`config.mk`:
```
export PLATFORM = sky130hd
export DESIGN_NAME = bitmap_contiguous_allocator_flat
export DESIGN_NICKNAME = d
export VERILOG_FILES = /design/src/hw/rtl/bca_pkg.sv /design/src/hw/rtl/bca_req_if.sv /design/src/hw/rtl/bca_rsp_if.sv /design/src/hw/rtl/bca_datapath.sv /design/src/hw/rtl/bca_ctrl.sv /design/src/hw/rtl/bitmap_contiguous_allocator.sv /design/src/flat_wrapper.sv
export SDC_FILE = /design/constraint.sdc
export NUM_CORES = 1
export LEC_CHECK = 0
export BUFFER_PORTS_ARGS = -buffer_cell sky130_fd_sc_hd__buf_2
export CAP_MARGIN = 20
export CORE_MARGIN = 2
export CORE_UTILIZATION = 55
export DETAILED_ROUTE_END_ITERATION = 10
export GPL_TIMING_DRIVEN = 0
export PLACE_DENSITY = 0.85
export SYNTH_ARGS = -nofsm -noshare
export SYNTH_HDL_FRONTEND = slang
export SYNTH_HIERARCHICAL = 1
export SYNTH_SLANG_ARGS = --single-unit
```
`constraint.sdc`:
```
create_clock -name clk -period 9 [get_ports clk]
set_input_delay 1.35 -clock clk [delete_from_list [all_inputs] [get_ports clk]]
set_output_delay 1.35 -clock clk [all_outputs]
set_load 0.03 [all_outputs]
```
`src/hw/rtl/bca_pkg.sv`:
```
// Shared types and constants of the bitmap contiguous allocator.
package bca_pkg;

  localparam int LEN_W   = 9;
  localparam int BASE_W  = 8;
  localparam int CNT_W   = 32;
  localparam int DATA_W  = 32;
  localparam int ADDR_W  = 3;

  // opcodes
  localparam logic OP_ALLOC = 1'b0;
  localparam logic OP_FREE  = 1'b1;

  // register index, taken from paddr[2]
  localparam logic REG_FIT_MODE = 1'b0;

  // fit modes
  localparam logic FIT_FIRST = 1'b0;
  localparam logic FIT_NEXT  = 1'b1;

  typedef struct packed {
    logic accept;      // latch the request transaction
    logic start_clear; // arm the bitmap clearing sweep
    logic start_scan;  // arm a scan for a free run
    logic start_free;  // arm a free sweep
    logic write_step;  // write wr_val at addr, advance
    logic wr_val;
    logic scan_step;   // one scan step
    logic free_step;   // clear one block at pos, advance
    logic res_load;    // load the result registers
    logic res_ok;
    logic res_placed;  // result carries the placed base
  } bca_cmd_t;

  typedef struct packed {
    logic op_free;
    logic len_ok;
    logic cnt_zero;
    logic hit;
    logic scan_end;
    logic free_end;
  } bca_sta_t;

endpackage

```
`src/hw/rtl/bca_req_if.sv`:
```
// Request channel: allocate or free transaction.
interface bca_req_if;
  logic                        valid;
  logic                        ready;
  logic                        opcode;
  logic [bca_pkg::LEN_W-1:0]   run_length;
  logic [bca_pkg::BASE_W-1:0]  run_base;

  modport source (output valid, output opcode, output run_length, output run_base,
                  input ready);
  modport sink   (input valid, input opcode, input run_length, input run_base,
                  output ready);
endinterface

```
`src/hw/rtl/bca_rsp_if.sv`:
```
// Response channel: result of one request transaction.
interface bca_rsp_if;
  logic                        valid;
  logic                        ready;
  logic                        ok;
  logic [bca_pkg::BASE_W-1:0]  placed_base;
  logic [bca_pkg::CNT_W-1:0]   base_sum;
  logic [bca_pkg::CNT_W-1:0]   placed_count;

  modport source (output valid, output ok, output placed_base, output base_sum,
                  output placed_count, input ready);
  modport sink   (input valid, input ok, input placed_base, input base_sum,
                  input placed_count, output ready);
endinterface

```
`src/hw/rtl/bca_datapath.sv`:
```
// Datapath: bitmap memory, scan counters, running totals and result registers.
module bca_datapath #(
  parameter int MEM_BLOCKS = 256
) (
  input  logic                        clk,
  input  logic                        rst,
  input  logic                        fit_mode,
  input  logic                        in_opcode,
  input  logic [bca_pkg::LEN_W-1:0]   in_length,
  input  logic [bca_pkg::BASE_W-1:0]  in_base,
  input  bca_pkg::bca_cmd_t           cmd,
  output bca_pkg::bca_sta_t           sta,
  output logic                        res_ok,
  output logic [bca_pkg::BASE_W-1:0]  res_base,
  output logic [bca_pkg::CNT_W-1:0]   res_sum,
  output logic [bca_pkg::CNT_W-1:0]   res_count
);

  localparam int AW = (MEM_BLOCKS > 1) ? $clog2(MEM_BLOCKS) : 1;
  localparam int CW = AW + 1;
  localparam int PW = (CW > bca_pkg::LEN_W) ? CW : bca_pkg::LEN_W;

  logic                       bitmap [MEM_BLOCKS];
  logic                       mem_q;

  logic                       op_q;
  logic [bca_pkg::LEN_W-1:0]  len_q;
  logic [bca_pkg::BASE_W-1:0] rbase_q;

  logic [AW-1:0]              addr;
  logic [PW-1:0]              pos;
  logic [PW-1:0]              cnt;
  logic                       rd_valid;
  logic [AW-1:0]              rd_addr;
  logic [CW-1:0]              run;
  logic [AW-1:0]              base_q;
  logic [CW-1:0]              next_start;
  logic [bca_pkg::CNT_W-1:0]  base_sum;
  logic [bca_pkg::CNT_W-1:0]  placed_count;

  logic [CW-1:0]              len_c;
  logic [AW-1:0]              scan_start;
  logic [AW-1:0]              addr_inc;
  logic [CW-1:0]              run_from;
  logic [CW-1:0]              run_nx;
  logic [CW-1:0]              hit_sum;
  logic [AW-1:0]              hit_base;
  logic                       hit;
  logic                       rd_en;
  logic                       wr_en;
  logic [AW-1:0]              wr_addr;

  assign len_c = CW'(len_q);

  // next fit resumes after the last run; a run ending at the top restarts at zero
  always_comb begin
    scan_start = '0;
    if (fit_mode == bca_pkg::FIT_NEXT && next_start != CW'(MEM_BLOCKS)) begin
      scan_start = next_start[AW-1:0];
    end
  end

  assign addr_inc = (addr == AW'(MEM_BLOCKS - 1)) ? '0 : addr + 1'b1;

  // the run restarts at block zero so it never wraps
  assign run_from = (rd_addr == '0) ? '0 : run;
  assign run_nx   = mem_q ? '0 : run_from + 1'b1;
  assign hit      = cmd.scan_step && rd_valid && !mem_q && (run_nx == len_c);
  assign hit_sum  = CW'(rd_addr) + CW'(1) - len_c;
  assign hit_base = hit_sum[AW-1:0];

  assign rd_en   = cmd.scan_step && (cnt != '0);
  assign wr_en   = cmd.write_step || cmd.free_step;
  assign wr_addr = cmd.free_step ? pos[AW-1:0] : addr;

  assign sta.op_free  = (op_q == bca_pkg::OP_FREE);
  assign sta.len_ok   = (len_q != '0) && (PW'(len_q) <= PW'(MEM_BLOCKS));
  assign sta.cnt_zero = (cnt == '0);
  assign sta.hit      = hit;
  assign sta.scan_end = cmd.scan_step && !rd_valid && (cnt == '0);
  assign sta.free_end = (cnt == '0) || (pos >= PW'(MEM_BLOCKS));

  always_ff @(posedge clk) begin
    if (wr_en) begin
      bitmap[wr_addr] <= cmd.wr_val;
    end
    if (rd_en) begin
      mem_q <= bitmap[addr];
    end
  end

  always_ff @(posedge clk) begin
    if (rst) begin
      rd_valid     <= 1'b0;
      base_sum     <= '0;
      placed_count <= '0;
      next_start   <= '0;
    end else begin
      if (cmd.start_scan) begin
        rd_valid <= 1'b0;
      end else if (cmd.scan_step) begin
        rd_valid <= rd_en;
      end
      if (hit) begin
        base_sum     <= base_sum + bca_pkg::CNT_W'(hit_base);
        placed_count <= placed_count + 1'b1;
        if (fit_mode == bca_pkg::FIT_NEXT) begin
          next_start <= CW'(hit_base) + len_c;
        end
      end
    end
  end

  always_ff @(posedge clk) begin
    if (cmd.accept) begin
      op_q    <= in_opcode;
      len_q   <= in_length;
      rbase_q <= in_base;
    end
    if (cmd.start_clear) begin
      addr <= '0;
      cnt  <= PW'(MEM_BLOCKS);
    end
    if (cmd.start_scan) begin
      addr <= scan_start;
      cnt  <= PW'(MEM_BLOCKS);
      run  <= '0;
    end
    if (cmd.start_free) begin
      pos <= PW'(rbase_q);
      cnt <= PW'(len_q);
    end
    if (cmd.write_step) begin
      addr <= addr_inc;
      cnt  <= cnt - 1'b1;
    end
    if (cmd.free_step) begin
      pos <= pos + 1'b1;
      cnt <= cnt - 1'b1;
    end
    if (cmd.scan_step) begin
      if (rd_valid) begin
        run <= run_nx;
      end
      // found: rewind to the base for the marking sweep
      if (hit) begin
        base_q <= hit_base;
        addr   <= hit_base;
        cnt    <= PW'(len_c);
      end else if (rd_en) begin
        addr    <= addr_inc;
        cnt     <= cnt - 1'b1;
        rd_addr <= addr;
      end
    end
    if (cmd.res_load) begin
      res_ok    <= cmd.res_ok;
      res_base  <= cmd.res_placed ? bca_pkg::BASE_W'(base_q) : '0;
      res_sum   <= base_sum;
      res_count <= placed_count;
    end
  end

endmodule

```
`src/hw/rtl/bca_ctrl.sv`:
```
// Controller: sequences clearing, scanning, marking and freeing.
module bca_ctrl (
  input  logic              clk,
  input  logic              rst,
  input  logic              in_valid,
  output logic              in_ready,
  output logic              out_valid,
  input  logic              out_ready,
  input  bca_pkg::bca_sta_t sta,
  output bca_pkg::bca_cmd_t cmd
);

  localparam logic [2:0] S_INIT     = 3'd0;
  localparam logic [2:0] S_CLEAR    = 3'd1;
  localparam logic [2:0] S_IDLE     = 3'd2;
  localparam logic [2:0] S_DISPATCH = 3'd3;
  localparam logic [2:0] S_SCAN     = 3'd4;
  localparam logic [2:0] S_MARK     = 3'd5;
  localparam logic [2:0] S_FREE     = 3'd6;
  localparam logic [2:0] S_DONE     = 3'd7;

  logic [2:0] state;
  logic [2:0] state_next;

  assign in_ready  = (state == S_IDLE);
  assign out_valid = (state == S_DONE);

  always_comb begin
    state_next = state;
    cmd        = '0;
    case (state)
      S_INIT: begin
        cmd.start_clear = 1'b1;
        state_next      = S_CLEAR;
      end
      S_CLEAR: begin
        if (sta.cnt_zero) begin
          state_next = S_IDLE;
        end else begin
          cmd.write_step = 1'b1;
          cmd.wr_val     = 1'b0;
        end
      end
      S_IDLE: begin
        if (in_valid) begin
          cmd.accept = 1'b1;
          state_next = S_DISPATCH;
        end
      end
      S_DISPATCH: begin
        if (sta.op_free) begin
          cmd.start_free = 1'b1;
          state_next     = S_FREE;
        end else if (sta.len_ok) begin
          cmd.start_scan = 1'b1;
          state_next     = S_SCAN;
        end else begin
          cmd.res_load = 1'b1;
          state_next   = S_DONE;
        end
      end
      S_SCAN: begin
        cmd.scan_step = 1'b1;
        if (sta.hit) begin
          state_next = S_MARK;
        end else if (sta.scan_end) begin
          cmd.res_load = 1'b1;
          state_next   = S_DONE;
        end
      end
      S_MARK: begin
        if (sta.cnt_zero) begin
          cmd.res_load   = 1'b1;
          cmd.res_ok     = 1'b1;
          cmd.res_placed = 1'b1;
          state_next     = S_DONE;
        end else begin
          cmd.write_step = 1'b1;
          cmd.wr_val     = 1'b1;
        end
      end
      S_FREE: begin
        if (sta.free_end) begin
          cmd.res_load = 1'b1;
          cmd.res_ok   = 1'b1;
          state_next   = S_DONE;
        end else begin
          cmd.free_step = 1'b1;
        end
      end
      S_DONE: begin
        if (out_ready) begin
          state_next = S_IDLE;
        end
      end
      default: begin
        state_next = S_INIT;
      end
    endcase
  end

  always_ff @(posedge clk) begin
    if (rst) begin
      state <= S_INIT;
    end else begin
      state <= state_next;
    end
  end

endmodule

```
`src/hw/rtl/bitmap_contiguous_allocator.sv`:
```
// Top level of the bitmap contiguous allocator.
//
// Contiguous run allocator over an occupancy bitmap of MEM_BLOCKS unit
// blocks, one bit per block in a single-port memory. An allocate transaction
// asks for run_length free blocks in a row; fit_mode selects first fit
// (lowest run) or next fit (search from the end of the last placement to the
// top, then from block zero up to that point, never wrapping a run). On
// success the run is marked, the base is added to base_sum, placed_count
// increments and the base comes back in placed_base. A free transaction
// clears run_length blocks from run_base, clipped at the top of memory, and
// always reports ok. One transaction is in flight at a time. Timing is set
// by the bitmap memory, which is visited one block per cycle: an allocate is
// dispatched, scans for a free run and, if one is found, marks it before the
// response is offered; a free clears its blocks one at a time from run_base;
// a rejected allocate goes straight to the response. After reset a clearing
// pass over all MEM_BLOCKS blocks runs before the first request is accepted;
// configuration writes are taken at any time.
module bitmap_contiguous_allocator #(
  parameter int MEM_BLOCKS = 256
) (
  input  logic                          clk,
  input  logic                          rst,
  bca_req_if.sink                       req,
  bca_rsp_if.source                     rsp,
  input  logic                          psel,
  input  logic                          penable,
  input  logic                          pwrite,
  input  logic [bca_pkg::ADDR_W-1:0]    paddr,
  input  logic [bca_pkg::DATA_W-1:0]    pwdata,
  output logic [bca_pkg::DATA_W-1:0]    prdata,
  output logic                          pready
);

  logic              fit_mode;
  logic              cfg_wr;
  bca_pkg::bca_cmd_t cmd;
  bca_pkg::bca_sta_t sta;

  // APB: zero wait states; register index is paddr[2]
  assign pready = 1'b1;
  assign cfg_wr = psel && penable && pwrite;

  always_ff @(posedge clk) begin
    if (rst) begin
      fit_mode <= bca_pkg::FIT_FIRST;
    end else if (cfg_wr && paddr[2] == bca_pkg::REG_FIT_MODE) begin
      fit_mode <= pwdata[0];
    end
  end

  always_comb begin
    prdata = '0;
    if (paddr[2] == bca_pkg::REG_FIT_MODE) begin
      prdata[0] = fit_mode;
    end
  end

  bca_ctrl u_ctrl (
    .clk       (clk),
    .rst       (rst),
    .in_valid  (req.valid),
    .in_ready  (req.ready),
    .out_valid (rsp.valid),
    .out_ready (rsp.ready),
    .sta       (sta),
    .cmd       (cmd)
  );

  // result registers double as the response payload
  bca_datapath #(
    .MEM_BLOCKS (MEM_BLOCKS)
  ) u_datapath (
    .clk       (clk),
    .rst       (rst),
    .fit_mode  (fit_mode),
    .in_opcode (req.opcode),
    .in_length (req.run_length),
    .in_base   (req.run_base),
    .cmd       (cmd),
    .sta       (sta),
    .res_ok    (rsp.ok),
    .res_base  (rsp.placed_base),
    .res_sum   (rsp.base_sum),
    .res_count (rsp.placed_count)
  );

`ifndef SYNTHESIS
  // never take a request while a response is pending
  a_ready_excl: assert property (@(posedge clk) disable iff (rst)
    req.ready |-> !rsp.valid)
    else $error("request accepted while response pending");

  // an accepted request leaves the idle state
  a_one_inflight: assert property (@(posedge clk) disable iff (rst)
    (req.valid && req.ready) |=> !req.ready)
    else $error("second request accepted while busy");

  // a failed allocate reports base zero
  a_fail_base: assert property (@(posedge clk) disable iff (rst)
    (rsp.valid && !rsp.ok) |-> (rsp.placed_base == '0))
    else $error("nonzero base on failed allocate");

  // response is offered only after a request was taken
  a_rsp_after_req: assert property (@(posedge clk) disable iff (rst)
    $rose(rsp.valid) |-> !req.ready)
    else $error("response raised while idle");
`endif

endmodule
```
`src/flat_wrapper.sv`:
```
// flat-port wrapper written by rule: the top's interface ports become plain ports
module bitmap_contiguous_allocator_flat 
#(
  parameter int MEM_BLOCKS = 256
)
  (clk, rst, psel, penable, pwrite, paddr, pwdata, prdata, pready, req_valid, req_opcode, req_run_length, req_run_base, req_ready, rsp_valid, rsp_ok, rsp_placed_base, rsp_base_sum, rsp_placed_count, rsp_ready);
  bca_req_if req_i ();
  bca_rsp_if rsp_i ();
  input  logic clk;
  input  logic rst;
  input  logic psel;
  input  logic penable;
  input  logic pwrite;
  input  logic [bca_pkg::ADDR_W-1:0] paddr;
  input  logic [bca_pkg::DATA_W-1:0] pwdata;
  output logic [bca_pkg::DATA_W-1:0] prdata;
  output logic pready;
  input wire logic [$bits(req_i.valid)-1:0] req_valid;
  input wire logic [$bits(req_i.opcode)-1:0] req_opcode;
  input wire logic [$bits(req_i.run_length)-1:0] req_run_length;
  input wire logic [$bits(req_i.run_base)-1:0] req_run_base;
  output wire logic [$bits(req_i.ready)-1:0] req_ready;
  output wire logic [$bits(rsp_i.valid)-1:0] rsp_valid;
  output wire logic [$bits(rsp_i.ok)-1:0] rsp_ok;
  output wire logic [$bits(rsp_i.placed_base)-1:0] rsp_placed_base;
  output wire logic [$bits(rsp_i.base_sum)-1:0] rsp_base_sum;
  output wire logic [$bits(rsp_i.placed_count)-1:0] rsp_placed_count;
  input wire logic [$bits(rsp_i.ready)-1:0] rsp_ready;
  assign req_i.valid = req_valid;
  assign req_i.opcode = req_opcode;
  assign req_i.run_length = req_run_length;
  assign req_i.run_base = req_run_base;
  assign req_ready = req_i.ready;
  assign rsp_valid = rsp_i.valid;
  assign rsp_ok = rsp_i.ok;
  assign rsp_placed_base = rsp_i.placed_base;
  assign rsp_base_sum = rsp_i.base_sum;
  assign rsp_placed_count = rsp_i.placed_count;
  assign rsp_i.ready = rsp_ready;
  bitmap_contiguous_allocator #(.MEM_BLOCKS(MEM_BLOCKS)) u_core (.clk(clk), .rst(rst), .req(req_i), .rsp(rsp_i), .psel(psel), .penable(penable), .pwrite(pwrite), .paddr(paddr), .pwdata(pwdata), .prdata(prdata), .pready(pready));
endmodule
```
# == After elaboration in Yosys (flattened, before gate mapping) ==
# Memory sizes are Yosys's and may differ from the RTL's. A register that Yosys moved wholly into a read port is not among the register bits.
# Cells that the tools add are included.
# word_totals
reg_bits,220
latch_bits,0
mem_bits_rw,256
mem_bits_ro,0
input_bits,60
output_inout_bits,108
word_cells,134
mem_count,1
# op_classes
n_addsub,9
mul,0
n_div,0
order_cmp,2
n_eq_ne,16
shifts,0
n_mux,59
n_bitwise,2
n_reduce_logical,26
# mem_list
name,depth,width,read_ports,rd_ports_with_merged_regs,write_ports,line_no,source
u_core.u_datapath.bitmap,256,1,1,1,1,bca_datapath.sv:23,logic bitmap [MEM_BLOCKS];
# ops
op,n
$mux 9,15
$mux 8,9
$add 32x1->32 const B,1
$add 32x8->32,1
$mux 3,9
$pmux 3 s8,1
$add 9x1->9 const B,2
$reduce_bool 9->1,2
$mux 1,17
$add 8x1->8 const B,2
$eq 3x3->1 const B,4
$logic_and 1x1->1,11
$mux 2,5
$add 8x9->9,1
$eq 9x9->1,1
$ge 9x9->1 const B,1
$le 9x9->1 const B,1
$logic_not 9->1,1
$ne 9x9->1 const B,1
$sub 9x1->9 const B,1
$eq 8x8->1 const B,1
$logic_not 8->1,1
$ne 2x1->1 const B,4
$sub 8x8->8,1
16 further kinds,21

# == Depth between registers and ports, before layout ==
# logic_depth
ltp_word,12
mapped_depth,19
mapped_depth_nobuf,19

# == By module ==
# Netlist, hierarchy kept.
# by_module_without_submodules
mod,instances,cells_each,area_each_um2,seq_area_each_um2
bca_datapath,1,1780,21444.3,13202.7
bca_ctrl,1,45,335.3,60.1
bitmap_contiguous_allocator,1,40,309.0,20.0

# == Worst setup path after synthesis ==
# Ideal clock, no wire load.
# synth_timing
path_kind,flip-flop to flip-flop
startpoint,reg u_core.u_datapath.cnt[0]
endpoint,mem u_core.u_datapath.bitmap[0] (data pin)
setup_ns,1.388
t_arrival_ns,7.302
t_required_ns,7.612
setup_slack_ns,0.310
path_stages_with_launch,9
path_buffers,0
period_less_slack_ns,8.690
path_cell_list,dfxtp_1 inv_1 ha_1 or3b_1 or4_1 nor2_1 nand2_1 inv_1 nor2_1
# synth_rtl
item,line_no,source
from (decl),bca_datapath.sv:32,logic [PW-1:0] cnt;
from (signal assigned),bca_datapath.sv:122,cnt <= PW'(MEM_BLOCKS);
from (signal assigned),bca_datapath.sv:126,cnt <= PW'(MEM_BLOCKS);
from (signal assigned),bca_datapath.sv:131,cnt <= PW'(len_q);
to (decl),bca_datapath.sv:23,

==> results.sh <==
export IMPL_cts_tree="built"
export IMPL_grt_pass1_vias=15700
export IMPL_wirelength_mm=57.4
export IMPL_ir_drop_mv=0.159
export IMPL_final_core_util_pct=63.0
export IMPL_core_area_mm2=0.0397
export IMPL_die_area_mm2=0.0418
export IMPL_fmax_mhz=183
export IMPL_worstSetupPathType="reg2reg"
export IMPL_total_power_mw=5.69
export IMPL_drive_gt1_share_pct=15.7
export IMPL_hold_path_depth=0
export IMPL_min_from="u_core/u_datapath/placed_count[29]"
export IMPL_portBuffers=102
export IMPL_critPathSlowestCell="o21ai_0"
export IMPL_clock_skew_ns=0.0422
export IMPL_setup_viol=0
export IMPL_fin_crit_sh_pct=60.8
export IMPL_htreeDepth=2
export IMPL_startpoint_type="flop"
export IMPL_grt_setup_unrepaired="no"
export IMPL_synth_top_area_cell="edfxtp_1"
export IMPL_period_needed_ns=5.47
export IMPL_clock_root_buffer="clkbuf_16"
export IMPL_yosysSeqAreaShare_pct=60.1
export IMPL_synthTopCellsByCount="edfxtp_1 (373), nor2_1 (345), nand2_1 (136), dfxtp_1 (104), a21oi_1 (101)"
export IMPL_n_antenna_cell=0
export IMPL_rrSetupSlack_ns=3.53
export IMPL_grt_util_all_layers_pct=27.4
export IMPL_drt_iter0_drc=2212
export IMPL_relSlewSlack_pct=14.8
export IMPL_multi_input_area_mm2=0.00806
export IMPL_cts_sinks=477
export IMPL_drv_cap=0
export IMPL_post_drt_via_cell_ratio=6.26
export IMPL_drt_pass1_iter_count=8
export IMPL_die_width_um=204
export IMPL_synthFlopType="edfxtp_1"
export IMPL_cts_path_max_buffers=3
export IMPL_synth_cell_type_count=73
export IMPL_r2r_end="u_core/u_datapath/bitmap[229]"
export IMPL_synth_top_area_share_pct=50.7
export IMPL_leakage_nw=8.55
export IMPL_grt_max_degree=74
export IMPL_avgSynthCellArea_um2=11.8
export IMPL_r2r_start="u_core/u_datapath/cnt[0]"
export IMPL_worstRegToRegCells=15
export IMPL_hold_violations=0
export IMPL_synth_seq_cells=477
export IMPL_ys_top_cells_by_area="edfxtp_1 (51%), dfxtp_1 (9.4%), mux4_2 (7.2%)"
export IMPL_cp_end_kind="flop"
export IMPL_instances_no_fill=2614
export IMPL_ys_async_sr_fraction_pct=0
export IMPL_worst_skew_pair_late_latency_ns=0.62
export IMPL_gp_congestion=0.970
export IMPL_grt_overflow=0
export IMPL_nFillCells=2880
export IMPL_rows=73
export IMPL_yosys_warnings=6
export IMPL_postSynthCellCount=1865
export IMPL_area_growth_pct=13.4
export IMPL_drtAntennaViolNets=0
export IMPL_dr_total_vias=16400
export IMPL_initial_core_util_pct=55.6
export IMPL_grt_pass1_wl_mm=87.2
export IMPL_cts_setup_buffers=0
export IMPL_synth_area_mm2=0.0221
export IMPL_setup_worst_path_start="u_core/u_datapath/cnt[0]"
export IMPL_power_density_mw_per_mm2=227
export IMPL_nets=2152
export IMPL_wire_per_inst_um=22.0
export IMPL_cp_slowest_stage_delay_ns=0.99
export IMPL_register_area_mm2=0.0133
export IMPL_synth_most_common_cell="edfxtp_1"
export IMPL_slew_violations=0
export IMPL_clk_pin_slew_worst_paths_ns=0.07
export IMPL_holdPathEnd="u_core/u_datapath/res_count[29]"
export IMPL_remaining_drc_errors=0
export IMPL_crit_chain="inv_1 -> ha_1 -> or3b_1 -> or4_1 -> nor2_1 -> nand2_1 -> inv_1 -> or2_2 -> nor3b_1 -> clkbuf_1 -> nand2b_1 -> o21ai_0 -> nand2_1 -> clkbuf_1 -> nor2_1"
export IMPL_cp_data_arrival_time_ns=5.78
export IMPL_timing_critical_path_buf_inv=4
export IMPL_place_hpwl_mm=37.7
export IMPL_crit_family="simple AND/OR/NAND/NOR gates"
export IMPL_synth_edff_count=373
export IMPL_cts_buffers=48
export IMPL_hold_path_class="reg2reg"
export IMPL_cp_required_ns=9.30
export IMPL_post_cts_resized=0
export IMPL_crit_fanout=12
export IMPL_tightest_slew_ns=1.26
export IMPL_dieHeight_um=204
export IMPL_post_place_cells=2528
export IMPL_status="complete, no violations"
export IMPL_antenna_found_initial=0
export IMPL_cts_hold_repair_buffers=0
export IMPL_io_pins=168
-- where the power goes --
group / switching (mW) / internal [mW]
sequential: 0.0429 / 2.40
combinational: 0.825 / 0.481
clock: 0.865 / 1.08
-- layer usage --
layer  vias to the layer above  global-route usage [%]  part of all wire (%)
met2                      1136                    45.9                    48
met1                      7823                    34.1                    35
li1                       7142                       -                     -
met5                         -                       0                     0
met4                         0                    13.2                   5.3
met3                       261                    5.72                    11
-- sequential cells by signal, summed over array words and instances (netlist names), 3 cells and up --
| name | cells |
|---|---|
| u_core/u_datapath/run | 9 |
| u_core/u_datapath/cnt | 9 |
| u_core/u_datapath/res_sum | 32 |
| u_core/u_datapath/bitmap | 256 |
| u_core/u_datapath/pos | 9 |
| u_core/u_datapath/placed_count | 32 |
| u_core/u_datapath/addr | 8 |
| u_core/u_ctrl/state | 3 |
| u_core/u_datapath/res_count | 32 |
| u_core/u_datapath/next_start | 9 |
| u_core/u_datapath/res_base | 8 |
| u_core/u_datapath/rd_addr | 8 |
| u_core/u_datapath/rbase_q | 8 |
| u_core/u_datapath/base_sum | 32 |
| u_core/u_datapath/base_q | 8 |
| u_core/u_datapath/len_c | 9 |
-- cells in the final DEF, fill, tap and decap left out, types with 9 or more instances in the layout --
cell         n
clkinv_2     9
a21o_1      11
o21ai_0     68
conb_1      32
nand3b_1     9
xor2_1      33
mux2i_1     21
clkinv_1    10
and3_1      16
a21oi_1    101
dfxtp_1    104
buf_4       35
and2_1      22
nor2_1     344
clkbuf_16   48
xnor2_1     32
nor3_1      29
nand2_1    136
mux4_2      71
or3_1       31
o22ai_1     17
nand3_1     42
nand4_1     28
o31ai_1     16
edfxtp_1   373
ha_1        35
nor4_1      10
buf_2      120
clkbuf_1    88
inv_1       51
-- final cells by class --
class | instances | area share (%)
inverter | 53 | 0.794
sequential | 477 | 53.0
timing repair buffer | 109 | 2.54
clock inverter | 31 | 1.17
multi-input combinational | 1223 | 32.2
tap | 525 | 2.62
buffer | 142 | 2.74
clock buffer | 54 | 4.93
-- cell families (layout without fill, tap and decap cells) --
family                     after synthesis  after routing  synth area share (%)
muxes                                   96             96                  8.39
AOI/OAI and AO/OA                      269            269                  7.39
DFF                                    477            477                  60.1
xor gates and xnor gates                65             65                  2.58
adders and majority gates               38             38                  2.25
buffers and inverters                  195            389                  4.01
and+or+nand+nor                        723            723                  15.2
other                                    2             32                0.0340
-- per-stage QoR --
step	setup WS (ns)	hold slack, ns	area, µm²	TNS [ns]
final	3.53	0.478	25000	0
after global routing	3.32	0.488	25000	0
after CTS	3.75	0.473	25000	0
after detailed placement	3.78	0.458	23500	0
after global placement	-3.23	0.447	23400	-824.02
after floorplan	0.310	0.406	22200	0
-- how the worst max path moves through the flow --
stage / endpoint / slack, ns / depth (start not counted)
global route: u_core/u_datapath/bitmap[152] / 3.32 / 14
floorplan: u_core/u_datapath/bitmap[0] / 0.31 / 8
global placement: u_core/u_datapath/bitmap[108] / -3.23 / 8
finish: u_core/u_datapath/bitmap[229] / 3.53 / 15
CTS: u_core/u_datapath/bitmap[135] / 3.75 / 15
detailed placement: u_core/u_datapath/bitmap[135] / 3.78 / 15
Power figures use the tool's default switching activity.
